`src/rtl/mexp_pkg.sv`:
```
// Package for the modular exponentiation block: value widths, register
// indexes and shared types. No dependencies.
`timescale 1ns / 1ps
`default_nettype none

package mexp_pkg;

    // Width of message, exponent, modulus and result.
    localparam int VALUE_WIDTH = 16;
    // Modulus as used by the arithmetic: zero stands for 2**VALUE_WIDTH.
    localparam int MOD_WIDTH   = VALUE_WIDTH + 1;
    // Width of the partial sum inside one multiply step (below 3 * modulus).
    localparam int EXT_WIDTH   = VALUE_WIDTH + 3;
    // Step counter of the shared multiplier.
    localparam int CNT_WIDTH   = $clog2(VALUE_WIDTH);
    // Width of the register index on the configuration channel.
    localparam int IDX_WIDTH   = 4;

    typedef logic [VALUE_WIDTH-1:0] val_t;
    typedef logic [MOD_WIDTH-1:0]   mod_t;
    typedef logic [EXT_WIDTH-1:0]   ext_t;
    typedef logic [CNT_WIDTH-1:0]   cnt_t;
    typedef logic [IDX_WIDTH-1:0]   idx_t;

    // Register indexes.
    localparam idx_t REG_EXPONENT = idx_t'(0);
    localparam idx_t REG_MODULUS  = idx_t'(1);

    // Register reset values.
    localparam val_t EXPONENT_RESET = val_t'(1);
    localparam val_t MODULUS_RESET  = val_t'(65535);

    // Effective modulus for a register value of zero.
    localparam mod_t MOD_FULL   = mod_t'(1) << VALUE_WIDTH;
    // Last step of the shared multiplier.
    localparam cnt_t CNT_LAST   = cnt_t'(VALUE_WIDTH - 1);

endpackage : mexp_pkg

`default_nettype wire

```
`src/rtl/mexp_if.sv`:
```
// Handshake channel interfaces of the modular exponentiation block.
// Depends on mexp_pkg for the payload types.
`timescale 1ns / 1ps
`default_nettype none

// Message channel: one value to be exponentiated per word.
interface mexp_msg_if;
    import mexp_pkg::*;

    logic valid;
    logic ready;
    val_t message;

    modport source (output valid, output message, input ready);
    modport sink   (input valid, input message, output ready);
endinterface : mexp_msg_if

// Result channel: one power_mod value per word.
interface mexp_res_if;
    import mexp_pkg::*;

    logic valid;
    logic ready;
    val_t power_mod;

    modport source (output valid, output power_mod, input ready);
    modport sink   (input valid, input power_mod, output ready);
endinterface : mexp_res_if

// Configuration write channel: register index and write data.
interface mexp_cfg_if;
    import mexp_pkg::*;

    logic valid;
    logic ready;
    idx_t index;
    val_t data;

    modport source (output valid, output index, output data, input ready);
    modport sink   (input valid, input index, input data, output ready);
endinterface : mexp_cfg_if

`default_nettype wire

```
`src/rtl/mexp_modmul.sv`:
```
// Shared bit-serial modular multiplier: result = (a * b) mod m, one bit of b
// per cycle, most significant first. Depends on mexp_pkg.
`timescale 1ns / 1ps
`default_nettype none

module mexp_modmul (
    input  wire              clk,
    input  wire              rst_n,
    input  wire              start,
    input  mexp_pkg::val_t   a,
    input  mexp_pkg::val_t   b,
    input  mexp_pkg::mod_t   m,
    output logic             busy,
    output logic             done,
    output mexp_pkg::val_t   result
);
    import mexp_pkg::*;

    logic busy_reg, busy_next;
    logic done_reg, done_next;
    cnt_t cnt_reg, cnt_next;
    val_t a_reg, a_next;
    val_t b_reg, b_next;
    mod_t m_reg, m_next;
    val_t r_reg, r_next;

    ext_t sum;
    ext_t m1;
    ext_t m2;
    ext_t step;

    // One interleaved step: r = 2r + bit * a, then fold back below m.
    // Since r < m and a < m, the sum stays below 3m.
    always_comb
    begin
        sum  = {2'b00, r_reg, 1'b0} + (b_reg[VALUE_WIDTH-1] ? {3'b000, a_reg} : '0);
        m1   = {2'b00, m_reg};
        m2   = {1'b0, m_reg, 1'b0};
        if (sum >= m2)
        begin
            step = sum - m2;
        end
        else if (sum >= m1)
        begin
            step = sum - m1;
        end
        else
        begin
            step = sum;
        end
    end

    // Sequencing of the steps.
    always_comb
    begin
        busy_next = busy_reg;
        done_next = 1'b0;
        cnt_next  = cnt_reg;
        a_next    = a_reg;
        b_next    = b_reg;
        m_next    = m_reg;
        r_next    = r_reg;
        if (start)
        begin
            busy_next = 1'b1;
            cnt_next  = '0;
            a_next    = a;
            b_next    = b;
            m_next    = m;
            r_next    = '0;
        end
        else if (busy_reg)
        begin
            r_next   = step[VALUE_WIDTH-1:0];
            b_next   = b_reg << 1;
            cnt_next = cnt_reg + cnt_t'(1);
            if (cnt_reg == CNT_LAST)
            begin
                busy_next = 1'b0;
                done_next = 1'b1;
            end
        end
    end

    // Control state.
    always_ff @(posedge clk or negedge rst_n)
    begin
        if (!rst_n)
        begin
            busy_reg <= 1'b0;
            done_reg <= 1'b0;
            cnt_reg  <= '0;
        end
        else
        begin
            busy_reg <= busy_next;
            done_reg <= done_next;
            cnt_reg  <= cnt_next;
        end
    end

    // Operands and partial result.
    always_ff @(posedge clk)
    begin
        a_reg <= a_next;
        b_reg <= b_next;
        m_reg <= m_next;
        r_reg <= r_next;
    end

    assign busy   = busy_reg;
    assign done   = done_reg;
    assign result = r_reg;

endmodule : mexp_modmul

`default_nettype wire

```
`src/rtl/modular_exponentiation_top.sv`:
```
// The accepted message is first reduced by the modulus, then each squaring and each
// multiply by a set exponent bit runs on the shared multiplier; a clear bit below the top
// set bit skips its multiply. An exponent of zero goes straight to the result word.
// A new message is taken only in the idle state, once the previous result word has been
// loaded into the output register; the shared bit-serial multiplier sets the message rate.
// Reset: asynchronous, active low; exponent resets to 1, modulus to 65535.
// Top level of the modular exponentiation block. Depends on mexp_pkg,
// the channel interfaces in mexp_if.sv and mexp_modmul.
`timescale 1ns / 1ps
`default_nettype none

module modular_exponentiation_top (
    input  wire        clk,
    input  wire        rst_n,
    mexp_cfg_if.sink   cfg,
    mexp_msg_if.sink   msg,
    mexp_res_if.source res
);
    import mexp_pkg::*;

    localparam logic [2:0] ST_IDLE   = 3'd0;
    localparam logic [2:0] ST_REDUCE = 3'd1;
    localparam logic [2:0] ST_ACC    = 3'd2;
    localparam logic [2:0] ST_SQR    = 3'd3;
    localparam logic [2:0] ST_OUT    = 3'd4;

    logic [2:0] state_reg, state_next;
    logic       issued_reg, issued_next;
    logic       res_valid_reg, res_valid_next;
    val_t       exponent_reg, exponent_next;
    val_t       modulus_reg, modulus_next;
    val_t       exp_reg, exp_next;
    val_t       base_reg, base_next;
    val_t       acc_reg, acc_next;
    val_t       sq_reg, sq_next;
    val_t       res_reg, res_next;

    mod_t m_eff;
    val_t one_mod;
    logic mul_start;
    val_t mul_a;
    val_t mul_b;
    logic mul_busy;
    logic mul_done;
    val_t mul_result;

    // Effective modulus and the value 1 reduced by it.
    always_comb
    begin
        m_eff   = (modulus_reg == '0) ? MOD_FULL : {1'b0, modulus_reg};
        one_mod = (modulus_reg == val_t'(1)) ? '0 : val_t'(1);
    end

    // Configuration registers; writes are always taken.
    assign cfg.ready = 1'b1;

    always_comb
    begin
        exponent_next = exponent_reg;
        modulus_next  = modulus_reg;
        if (cfg.valid)
        begin
            unique case (cfg.index)
                REG_EXPONENT: exponent_next = cfg.data;
                REG_MODULUS:  modulus_next  = cfg.data;
                default:      ;
            endcase
        end
    end

    // Sequencer: reduce the message, then square-and-multiply from the
    // lowest exponent bit upward, stopping once no set bit remains.
    always_comb
    begin
        state_next     = state_reg;
        issued_next    = issued_reg;
        res_valid_next = res_valid_reg;
        exp_next       = exp_reg;
        base_next      = base_reg;
        acc_next       = acc_reg;
        sq_next        = sq_reg;
        res_next       = res_reg;
        mul_start      = 1'b0;
        mul_a          = sq_reg;
        mul_b          = sq_reg;

        if (res_valid_reg && res.ready)
        begin
            res_valid_next = 1'b0;
        end

        unique case (state_reg)
            ST_IDLE:
            begin
                if (msg.valid)
                begin
                    base_next = msg.message;
                    exp_next  = exponent_reg;
                    acc_next  = val_t'(1);
                    state_next = (exponent_reg == '0) ? ST_OUT : ST_REDUCE;
                end
            end
            ST_REDUCE:
            begin
                mul_a = one_mod;
                mul_b = base_reg;
                if (!issued_reg)
                begin
                    mul_start   = 1'b1;
                    issued_next = 1'b1;
                end
                else if (mul_done)
                begin
                    sq_next     = mul_result;
                    issued_next = 1'b0;
                    state_next  = ST_ACC;
                end
            end
            ST_ACC:
            begin
                mul_a = sq_reg;
                mul_b = acc_reg;
                if (!exp_reg[0])
                begin
                    state_next = ST_SQR;
                end
                else if (!issued_reg)
                begin
                    mul_start   = 1'b1;
                    issued_next = 1'b1;
                end
                else if (mul_done)
                begin
                    acc_next    = mul_result;
                    issued_next = 1'b0;
                    state_next  = ST_SQR;
                end
            end
            ST_SQR:
            begin
                if ((exp_reg >> 1) == '0)
                begin
                    state_next = ST_OUT;
                end
                else if (!issued_reg)
                begin
                    mul_start   = 1'b1;
                    issued_next = 1'b1;
                end
                else if (mul_done)
                begin
                    sq_next     = mul_result;
                    exp_next    = exp_reg >> 1;
                    issued_next = 1'b0;
                    state_next  = ST_ACC;
                end
            end
            ST_OUT:
            begin
                if (!res_valid_reg || res.ready)
                begin
                    res_next       = acc_reg;
                    res_valid_next = 1'b1;
                    state_next     = ST_IDLE;
                end
            end
            default:
            begin
                state_next = ST_IDLE;
            end
        endcase
    end

    // Control state and configuration registers.
    always_ff @(posedge clk or negedge rst_n)
    begin
        if (!rst_n)
        begin
            state_reg     <= ST_IDLE;
            issued_reg    <= 1'b0;
            res_valid_reg <= 1'b0;
            exponent_reg  <= EXPONENT_RESET;
            modulus_reg   <= MODULUS_RESET;
        end
        else
        begin
            state_reg     <= state_next;
            issued_reg    <= issued_next;
            res_valid_reg <= res_valid_next;
            exponent_reg  <= exponent_next;
            modulus_reg   <= modulus_next;
        end
    end

    // Working values and the output word.
    always_ff @(posedge clk)
    begin
        exp_reg  <= exp_next;
        base_reg <= base_next;
        acc_reg  <= acc_next;
        sq_reg   <= sq_next;
        res_reg  <= res_next;
    end

    // Shared modular multiplier.
    mexp_modmul u_modmul (
        .clk    (clk),
        .rst_n  (rst_n),
        .start  (mul_start),
        .a      (mul_a),
        .b      (mul_b),
        .m      (m_eff),
        .busy   (mul_busy),
        .done   (mul_done),
        .result (mul_result)
    );

    // Channel outputs.
    assign msg.ready     = (state_reg == ST_IDLE);
    assign res.valid     = res_valid_reg;
    assign res.power_mod = res_reg;

    // The multiplier only finishes work that the sequencer issued.
    a_done_issued: assert property (@(posedge clk) disable iff (!rst_n)
        mul_done |-> issued_reg)
        else $error("multiplier finished without an issued operation");

    // The multiplier is quiet while the block waits for a message.
    a_idle_quiet: assert property (@(posedge clk) disable iff (!rst_n)
        (state_reg == ST_IDLE) |-> (!mul_busy && !mul_done))
        else $error("multiplier active while idle");

    // The running square stays reduced below the modulus.
    a_sq_reduced: assert property (@(posedge clk) disable iff (!rst_n)
        (state_reg == ST_ACC || state_reg == ST_SQR) |-> ({1'b0, sq_reg} < m_eff))
        else $error("square not reduced");

    // An accepted message leaves the idle state at the next edge.
    a_accept_leaves_idle: assert property (@(posedge clk) disable iff (!rst_n)
        (msg.valid && msg.ready) |=> (state_reg != ST_IDLE))
        else $error("accepted message not started");

endmodule : modular_exponentiation_top

`default_nettype wire
```
`src/flat_wrapper.sv`:
```
// flat-port wrapper written by rule: the top's interface ports become plain ports
module modular_exponentiation_top_flat import mexp_pkg::*;
  (clk, rst_n, cfg_valid, cfg_index, cfg_data, cfg_ready, msg_valid, msg_message, msg_ready, res_valid, res_power_mod, res_ready);
  mexp_cfg_if cfg_i ();
  mexp_msg_if msg_i ();
  mexp_res_if res_i ();
  input  wire clk;
  input  wire rst_n;
  input wire logic [$bits(cfg_i.valid)-1:0] cfg_valid;
  input wire logic [$bits(cfg_i.index)-1:0] cfg_index;
  input wire logic [$bits(cfg_i.data)-1:0] cfg_data;
  output wire logic [$bits(cfg_i.ready)-1:0] cfg_ready;
  input wire logic [$bits(msg_i.valid)-1:0] msg_valid;
  input wire logic [$bits(msg_i.message)-1:0] msg_message;
  output wire logic [$bits(msg_i.ready)-1:0] msg_ready;
  output wire logic [$bits(res_i.valid)-1:0] res_valid;
  output wire logic [$bits(res_i.power_mod)-1:0] res_power_mod;
  input wire logic [$bits(res_i.ready)-1:0] res_ready;
  assign cfg_i.valid = cfg_valid;
  assign cfg_i.index = cfg_index;
  assign cfg_i.data = cfg_data;
  assign cfg_ready = cfg_i.ready;
  assign msg_i.valid = msg_valid;
  assign msg_i.message = msg_message;
  assign msg_ready = msg_i.ready;
  assign res_valid = res_i.valid;
  assign res_power_mod = res_i.power_mod;
  assign res_i.ready = res_ready;
  modular_exponentiation_top u_core (.clk(clk), .rst_n(rst_n), .cfg(cfg_i), .msg(msg_i), .res(res_i));
endmodule
```
`config.mk`:
```
export PLATFORM = sky130hd
export DESIGN_NAME = modular_exponentiation_top_flat
export DESIGN_NICKNAME = d
export VERILOG_FILES = /design/src/rtl/mexp_pkg.sv /design/src/rtl/mexp_if.sv /design/src/rtl/mexp_modmul.sv /design/src/rtl/modular_exponentiation_top.sv /design/src/flat_wrapper.sv
export SDC_FILE = /design/constraint.sdc
export NUM_CORES = 1
export LEC_CHECK = 0
export ABC_AREA = 1
export BUFFER_PORTS_ARGS = -buffer_cell sky130_fd_sc_hd__clkbuf_2
export CORE_ASPECT_RATIO = 0.6
export CORE_MARGIN = 5
export CORE_UTILIZATION = 30
export CTS_CLUSTER_SIZE = 28
export DETAILED_ROUTE_END_ITERATION = 6
export PLACE_DENSITY_LB_ADDON = 0.3
export RECOVER_POWER = 100
export SYNTH_ARGS = -nofsm -noshare
export SYNTH_HDL_FRONTEND = slang
export SYNTH_HIERARCHICAL = 1
export SYNTH_SLANG_ARGS = --single-unit
```
`constraint.sdc`:
```
create_clock -name clk -period 5.6 [get_ports clk]
set_clock_uncertainty 0.2 [all_clocks]
set_input_delay 0.28 -clock clk [delete_from_list [all_inputs] [get_ports clk]]
set_output_delay 0.28 -clock clk [all_outputs]
set_load 0.005 [all_outputs]
```
==> results of run 1 <==
[final timing paths]
kind,from,end,cells past startpoint
max,u_core/u_modmul/b_reg[15],u_core/u_modmul/result[13],23
min,msg_valid,u_core/state_reg[0],7
max reg2reg,u_core/u_modmul/b_reg[15],u_core/u_modmul/result[13],23
min reg2reg,u_core/acc_reg[7],u_core/res.power_mod[7],0
max in group asynchronous,rst_n,u_core/res.valid,3
min in group asynchronous,rst_n,u_core/exponent_reg[10],3
[cells by family (layout without fill, tap and decap cells)]
group	Yosys count	count (layout)	share of synthesized area, %
and+or+nand+nor	617	617	25.1
DFF	188	188	50.0
xor gates and xnor gates	34	34	2.81
other	1	1	0.0354
buffers and inverters	215	300	8.15
AOI/OAI and AO/OA	145	145	7.42
adders and majority gates	53	53	6.48
[routing by layer]
| layer | global-route usage (%) | up-vias |
|---|---|---|
| li1 | - | 4181 |
| met4 | 2.32 | 0 |
| met1 | 23.5 | 3819 |
| met3 | 2.81 | 11 |
| met5 | 0 | - |
| met2 | 18.3 | 201 |
[area by class of cell]
type,count,area [µm²],share of cell area (%)
Multi-Input combinational cell,850,4400,36.2
Clock inverter,13,120,0.990
Clock buffer,19,464,3.83
Inverter,169,634,5.23
Sequential cell,188,5290,43.6
Timing Repair Buffer,99,643,5.30
Tap cell,467,584,4.81
[worst max-delay path, delay by kind of cell, from the launching register on]
family | cells | cell delay, ns
and+or+nand+nor | 11 | 1.61
adders and majority gates | 3 | 0.94
AOI/OAI and AO/OA | 4 | 0.87
DFF | 1 | 0.66
xor gates and xnor gates | 1 | 0.34
buffers and inverters | 4 | 0.30
[per-stage QoR]
stage          worst slack [ns]  std cells  hold WS (ns)  area, µm²
6_report                  0.594       1805        0.0923      12100
5_1_grt                   0.110       1805         0.139      12100
4_1_cts                   0.731       1805        0.0852      12200
3_5_place_dp              0.764       1739         0.200      11300
3_3_place_gp              0.834       1739         0.196      11300
2_1_floorplan              1.11       1253        -0.216      10600
[what timing repair did]
item,CTS,global route
hold buffers,34,0
buffers inserted,0,0
hold endpoints to repair,76,0
[cells in the mapped netlist (5+ instances only)]
cell type | instances | area (µm²)
a21oi_1 | 63 | 315
dfrtp_1 | 26 | 651
xnor2_1 | 7 | 61.3
edfxtp_1 | 129 | 3870
o21ai_0 | 56 | 280
clkbuf_1 | 34 | 128
inv_2 | 8 | 30.0
nor2_4 | 5 | 56.3
a31oi_1 | 5 | 31.3
nand3_1 | 73 | 365
inv_1 | 160 | 601
nand4_1 | 8 | 50.1
nor2_1 | 112 | 420
nand3_2 | 10 | 100
nor3_1 | 6 | 30.0
ha_1 | 50 | 626
a21o_1 | 8 | 60.1
xor2_1 | 27 | 236
dfstp_2 | 17 | 447
nand2_1 | 365 | 1370
nand2_2 | 17 | 106
dfxtp_1 | 16 | 320
==> flow_summary.json, run 1 <==
{
  "path_class": "flip-flop to flip-flop",
  "largest_register_ffs": 17,
  "dp_hpwl_mm": 21.4,
  "worstPathRequired_ns": 5.77,
  "rsz0062_at_grt": "false",
  "clk_latency_ns": 0.44,
  "cts_tree": "done",
  "grtUsageTotal_pct": 14.0,
  "r2r_slack_ns": 0.59,
  "synth_area_per_cell_um2": 8.45,
  "min_period_over_period_pct": 89.4,
  "grt_pass1_wl_mm": 43.3,
  "wl_met2_mm": 10.3,
  "max-cap-violations": 4,
  "ioPinCount": 60,
  "clkTransAtPathRegs_ns": 0.07,
  "hp-class": "input port to flip-flop",
  "async_flop_share_pct": 22.9,
  "ctsResizeCount": 0,
  "wl_met1_mm": 15.4,
  "synth.cell_area_um2": 10600,
  "synth_edf_count": 129,
  "ys_ff_latch": 188,
  "wl_met3_mm": 1.50,
  "clockRootBuffer": "clkbuf_16",
  "finalHoldViolCount": 0,
  "crit_fanout": 17,
  "drt_wl_total_mm": 27.4,
  "cpMostUsedCell": "nand2_1",
  "slew_viol_final": 113,
  "post-route-util_pct": 34.7,
  "clock-sinks": 188,
  "portBuffers": 58,
  "htree_levels": 4,
  "die_h_um": 155,
  "drc": 0,
  "num-fill-cells": 3646,
  "max-clock-path-buffers": 2,
  "synthCells": 1253,
  "num_vias": 8212,
  "slowest_stage": "edfxtp_1",
  "num_rows": 53,
  "area_growth_syn_to_layout_pct": 14.7,
  "critPathMaxStageDelay_ns": 0.66,
  "n_antenna_cell": 0,
  "drtIter0Drc": 664,
  "fmax_mhz": 200,
  "start_util_pct": 30.3,
  "cts_buffers": 17,
  "yosysWarnings": 6,
  "drive_gt1_share_pct": 8.82,
  "violations": "max-capacitance violations, max-slew violations",
  "core_um2": 34900,
  "crit_path_cell_trace": "nand2_1, inv_1, ha_1, inv_1, fa_1, inv_1, nand2_1, nand2_1, nand3_1, nand2_4, xor2_1, ha_1, a21oi_1, o21ai_0, a21oi_1, inv_1, nand2_1, nand3_1, nor2_2, nand2_1, nand2_1, nand2_1, a21oi_1",
  "synth-main-ff-cell": "edfxtp_1",
  "die-width_um": 252,
  "ys_seq_area_share_pct": 50.0,
  "end_kind": "flip-flop",
  "antenna_found_initial": 0,
  "worst_pin_slew_ns": 2.37,
  "maxSlewHeadroom_pct": -58.1,
  "globalplace.congestion": 0.936,
  "min_period_ns": 5.01,
  "grt_overflow": 0,
  "outcome": "complete, but fails checks",
  "cp.arrival_ns": 5.18,
  "grt_max_degree": 44,
  "setup_viol": 0,
  "synth_cell_types": 46,
  "nNetsFinal": 1419,
  "dr.pass1.iters": 5,
  "ant_nets": 0,
  "critPathLaunchType": "flip-flop",
  "synth_fp_nets": 1347,
  "final_cell_mix": "nand2_1, inv_1, edfxtp_1",
  "dieArea_um2": 39300,
  "vias_per_cell": 4.55,
  "setup_tns_ns": 0,
  "post_drt_wl_per_cell_um": 15.2,
  "mostFrequentLayoutCell": "nand2_1",
  "grt_pass1_vias": 7602,
  "top_layer_used": "met4"
}
Power of run 1 is left out: the tool's default activity adds up to more than one toggle a clock period on the data nets, which glitch-free logic cannot reach.
==> run 2, diff against run 1 <==
Settings changed: CORE_UTILIZATION 30 to 50.
==> flow_summary.json, run 2 (same netlist as run 1, synthesis figures left out) <==
{
  "outcome": "complete, but fails checks",
  "violations": "max-capacitance violations, max-slew violations",
  "die-width_um": 198,
  "cts_tree": "done",
  "clock-sinks": 188,
  "path_class": "flip-flop to flip-flop",
  "worst_pin_slew_ns": 2.32,
  "clk_latency_ns": 0.44,
  "vias_per_cell": 5.27,
  "ioPinCount": 60,
  "n_antenna_cell": 0,
  "grt_pass1_wl_mm": 42.5,
  "rsz0062_at_grt": "false",
  "setup_tns_ns": 0,
  "clkTransAtPathRegs_ns": 0.07,
  "critPathLaunchType": "flip-flop",
  "worstPathRequired_ns": 5.76,
  "ant_nets": 0,
  "dp_cells": 1551,
  "post_drt_wl_per_cell_um": 16.3,
  "die_h_um": 123,
  "cts_buffers": 17,
  "maxSlewHeadroom_pct": -54.4,
  "fmax_mhz": 193,
  "post-cts-setup-buffers": 0,
  "cpMostUsedCell": "nand2_1",
  "clockRootBuffer": "clkbuf_16",
  "start_util_pct": 50.6,
  "cts_hold_buf": 34,
  "drtIter0Drc": 854,
  "finalHoldViolCount": 0,
  "r2r_slack_ns": 0.42,
  "mostFrequentLayoutCell": "nand2_1",
  "ctsResizeCount": 0,
  "max-clock-path-buffers": 2,
  "crit_fanout": 17,
  "drc": 0,
  "dp_hpwl_mm": 19.6,
  "dieArea_um2": 24300,
  "grt_max_degree": 67,
  "layout.cells.non_filler": 1617,
  "cp.arrival_ns": 5.34,
  "grt_overflow": 0,
  "num_vias": 8529,
  "postLayoutCellArea_um2": 11900,
  "globalplace.congestion": 0.972,
  "core_um2": 20900,
  "final_cell_mix": "nand2_1, inv_1, edfxtp_1",
  "nNetsFinal": 1419,
  "drive_gt1_share_pct": 8.74,
  "slew_viol_final": 131,
  "drt_wl_total_mm": 26.3,
  "portBuffers": 58,
  "antenna_found_initial": 0,
  "max-cap-violations": 3,
  "min_period_over_period_pct": 92.4,
  "grtUsageTotal_pct": 22.5,
  "place_area_um2": 11100,
  "hp-class": "input port to flip-flop",
  "area_growth_syn_to_layout_pct": 12.1,
  "num-fill-cells": 1938,
  "setup_viol": 0,
  "grt_pass1_vias": 7880,
  "end_kind": "flip-flop",
  "slowest_stage": "edfxtp_1",
  "htree_levels": 4,
  "dr.pass1.iters": 5,
  "largest_register_ffs": 17,
  "min_period_ns": 5.18,
  "critPathMaxStageDelay_ns": 0.68,
  "num_rows": 41
}
run 2: layout make-up:
class                      count  area [µm²]  share of cell area, %
clock buffer                  18         439                   3.70
timing repair buffer          99         642                   5.41
inverter                     169         634                   5.35
sequential                   188        5290                   44.6
tap                          279         349                   2.94
clock inverter                14         125                   1.05
multi-input combinational    850        4380                   36.9
run 2: worst paths after layout:
check | to | cells past startpoint | start
min in group asynchronous | u_core/exponent_reg[2] | 3 | rst_n
worst max register to register | u_core/u_modmul/result[13] | 25 | u_core/u_modmul/b_reg[15]
worst max-delay path | u_core/u_modmul/result[13] | 25 | u_core/u_modmul/b_reg[15]
max in group asynchronous | u_core/exponent_reg[7] | 3 | rst_n
worst min register to register | u_core/res.power_mod[8] | 0 | u_core/acc_reg[8]
worst min-delay path | u_core/state_reg[0] | 7 | msg_valid
run 2: through the flow:
step	hold slack (ns)	utilization (%)	worst slack (ns)
finish	0.0826	56.7	0.425
global route	0.205	56.7	0.0990
CTS	0.0600	57.1	0.726
detailed placement	0.194	52.8	0.794
global placement	0.188	52.8	0.770
floorplan	-0.216	-	1.11
run 2: layer usage:
layer | track usage [%] | part of all wire, %
met1 | 36.7 | 53
met2 | 30.1 | 38
met3 | 4.86 | 8.0
met4 | 4.82 | 1.1
met5 | 0 | 0
run 2: critical path, delay by kind of cell, from the launching register on:
family / cells / cell delay [ns]
flip-flops: 1 / 0.68
AND/OR/NAND/NOR: 12 / 1.94
XOR/XNOR: 1 / 0.30
buffers and inverters: 4 / 0.35
adder cells (fa/ha/maj): 3 / 0.96
AO/OA/AOI/OAI: 5 / 0.66
Power of run 2 is left out for the same reason.
==> run 3, diff against run 2 <==
Settings changed: MAX_ROUTING_LAYER set to met4.
==> flow_summary.json, run 3 (same netlist as run 1, synthesis figures left out) <==
{
  "ctsResizeCount": 0,
  "finalHoldViolCount": 0,
  "dp_cells": 1551,
  "globalplace.congestion": 1.02,
  "crit_fanout": 17,
  "cp.arrival_ns": 5.09,
  "critPathMaxStageDelay_ns": 0.67,
  "clock-sinks": 188,
  "multi_input_area_um2": 4390,
  "ant_nets": 0,
  "maxSlewHeadroom_pct": -58.9,
  "die_h_um": 123,
  "crit_path_cell_trace": "nand2_1, inv_1, ha_1, inv_1, fa_1, inv_1, nand2_1, nand2_1, nand3_1, nand2_4, a31oi_1, xnor2_1, ha_1, nand2_1, inv_1, a21oi_1, o21ai_0, a21oi_1, nand3_1, nor2_2, nand2_1, nand2_1, nand2_1, a21oi_1",
  "min_period_ns": 4.93,
  "path_class": "flip-flop to flip-flop",
  "layout.cells.non_filler": 1617,
  "clk_latency_ns": 0.44,
  "grt_pass1_wl_mm": 41.8,
  "num-fill-cells": 1910,
  "clkTransAtPathRegs_ns": 0.07,
  "critPathLaunchType": "flip-flop",
  "die-width_um": 198,
  "grt_overflow": 0,
  "htree_levels": 4,
  "setup_viol": 0,
  "end_kind": "flip-flop",
  "cts_buffers": 17,
  "num_vias": 8463,
  "nNetsFinal": 1419,
  "antenna_found_initial": 0,
  "ioPinCount": 60,
  "core_um2": 20900,
  "n_antenna_cell": 0,
  "dr.pass1.iters": 5,
  "portBuffers": 58,
  "final_cell_mix": "nand2_1, inv_1, edfxtp_1",
  "area_growth_syn_to_layout_pct": 12.4,
  "cts_tree": "done",
  "clockRootBuffer": "clkbuf_16",
  "outcome": "complete, but fails checks",
  "drt_wl_total_mm": 26.3,
  "dp_hpwl_mm": 19.7,
  "slew_viol_final": 131,
  "vias_per_cell": 5.23,
  "hp-class": "input port to flip-flop",
  "cpMostUsedCell": "nand2_1",
  "worstPathRequired_ns": 5.76,
  "start_util_pct": 50.6,
  "worst_pin_slew_ns": 2.38,
  "max-clock-path-buffers": 2,
  "mostFrequentLayoutCell": "nand2_1",
  "drc": 0,
  "drtIter0Drc": 923,
  "fmax_mhz": 203,
  "seqCellArea_um2": 5290,
  "dieArea_um2": 24300,
  "num_rows": 41,
  "drive_gt1_share_pct": 9.04,
  "slowest_stage": "edfxtp_1",
  "hold_slack_ns": 0.0956,
  "grtUsageTotal_pct": 22.8,
  "largest_register_ffs": 17,
  "setup_tns_ns": 0,
  "grt_pass1_vias": 7705,
  "rsz0062_at_grt": "false",
  "violations": "max-capacitance violations, max-slew violations",
  "min_period_over_period_pct": 88.0,
  "grt_max_degree": 67,
  "max-cap-violations": 3,
  "post_drt_wl_per_cell_um": 16.3
}
run 3: changes by cell type in the layout (fill, tap and decap cells not counted), sizes merged:
| cell | delta |
|---|---|
| clkinv | -3 |
| inv | +2 |
| buf | +1 |
run 3: stage by stage:
step,utilization (%),area (µm²),setup WS [ns]
after floorplan,-,10600,1.11
after global routing,56.8,11900,0.178
after CTS,57.2,12000,0.781
after detailed placement,52.8,11100,0.824
final,56.8,11900,0.669
after global placement,52.8,11100,0.813
run 3: layout make-up:
cell class | instances | area share (%)
flip-flops and latches | 188 | 44.5
multi-input cells | 850 | 36.9
repair buffers | 99 | 5.43
inverters | 169 | 5.33
clock buffers | 19 | 3.90
well taps | 279 | 2.93
clock inverters | 13 | 1.01
run 3: path summary, 6_finish.rpt:
| kind | from | endpoint | slack (ns) | cells after the start |
|---|---|---|---|---|
| max | u_core/u_modmul/b_reg[15] | u_core/u_modmul/result[13] | 0.67 | 24 |
| min | msg_valid | u_core/state_reg[0] | 0.1 | 7 |
| max reg2reg | u_core/u_modmul/b_reg[15] | u_core/u_modmul/result[13] | 0.67 | 24 |
| min reg2reg | u_core/acc_reg[8] | u_core/res.power_mod[8] | 0.26 | 0 |
| max in group asynchronous | rst_n | u_core/exponent_reg[7] | 2.85 | 3 |
| min in group asynchronous | rst_n | u_core/state_reg[2] | 0.98 | 3 |
run 3: worst max-delay path, delay by kind of cell, from the launching register on:
| family | cells | cell delay, ns |
|---|---|---|
| adders and majority gates | 3 | 0.95 |
| and+or+nand+nor | 11 | 1.67 |
| buffers and inverters | 4 | 0.27 |
| DFF | 1 | 0.67 |
| AOI/OAI and AO/OA | 5 | 0.67 |
| xor gates and xnor gates | 1 | 0.40 |
run 3: what timing repair did:
item / CTS / global route
setup endpoints to repair: 0 / 0
buffers inserted: 0 / 0
hold endpoints to repair: 76 / 0
hold buffers: 34 / 0
run 3: metal layers:
metal	global-route usage (%)	wire length, µm	up-vias
met4	4.99	249	0
met1	35.1	13100	3880
met2	29.2	10200	372
li1	-	-	4188
met5	-	0	-
met3	6.64	2690	23
Power of run 3 is left out for the same reason.
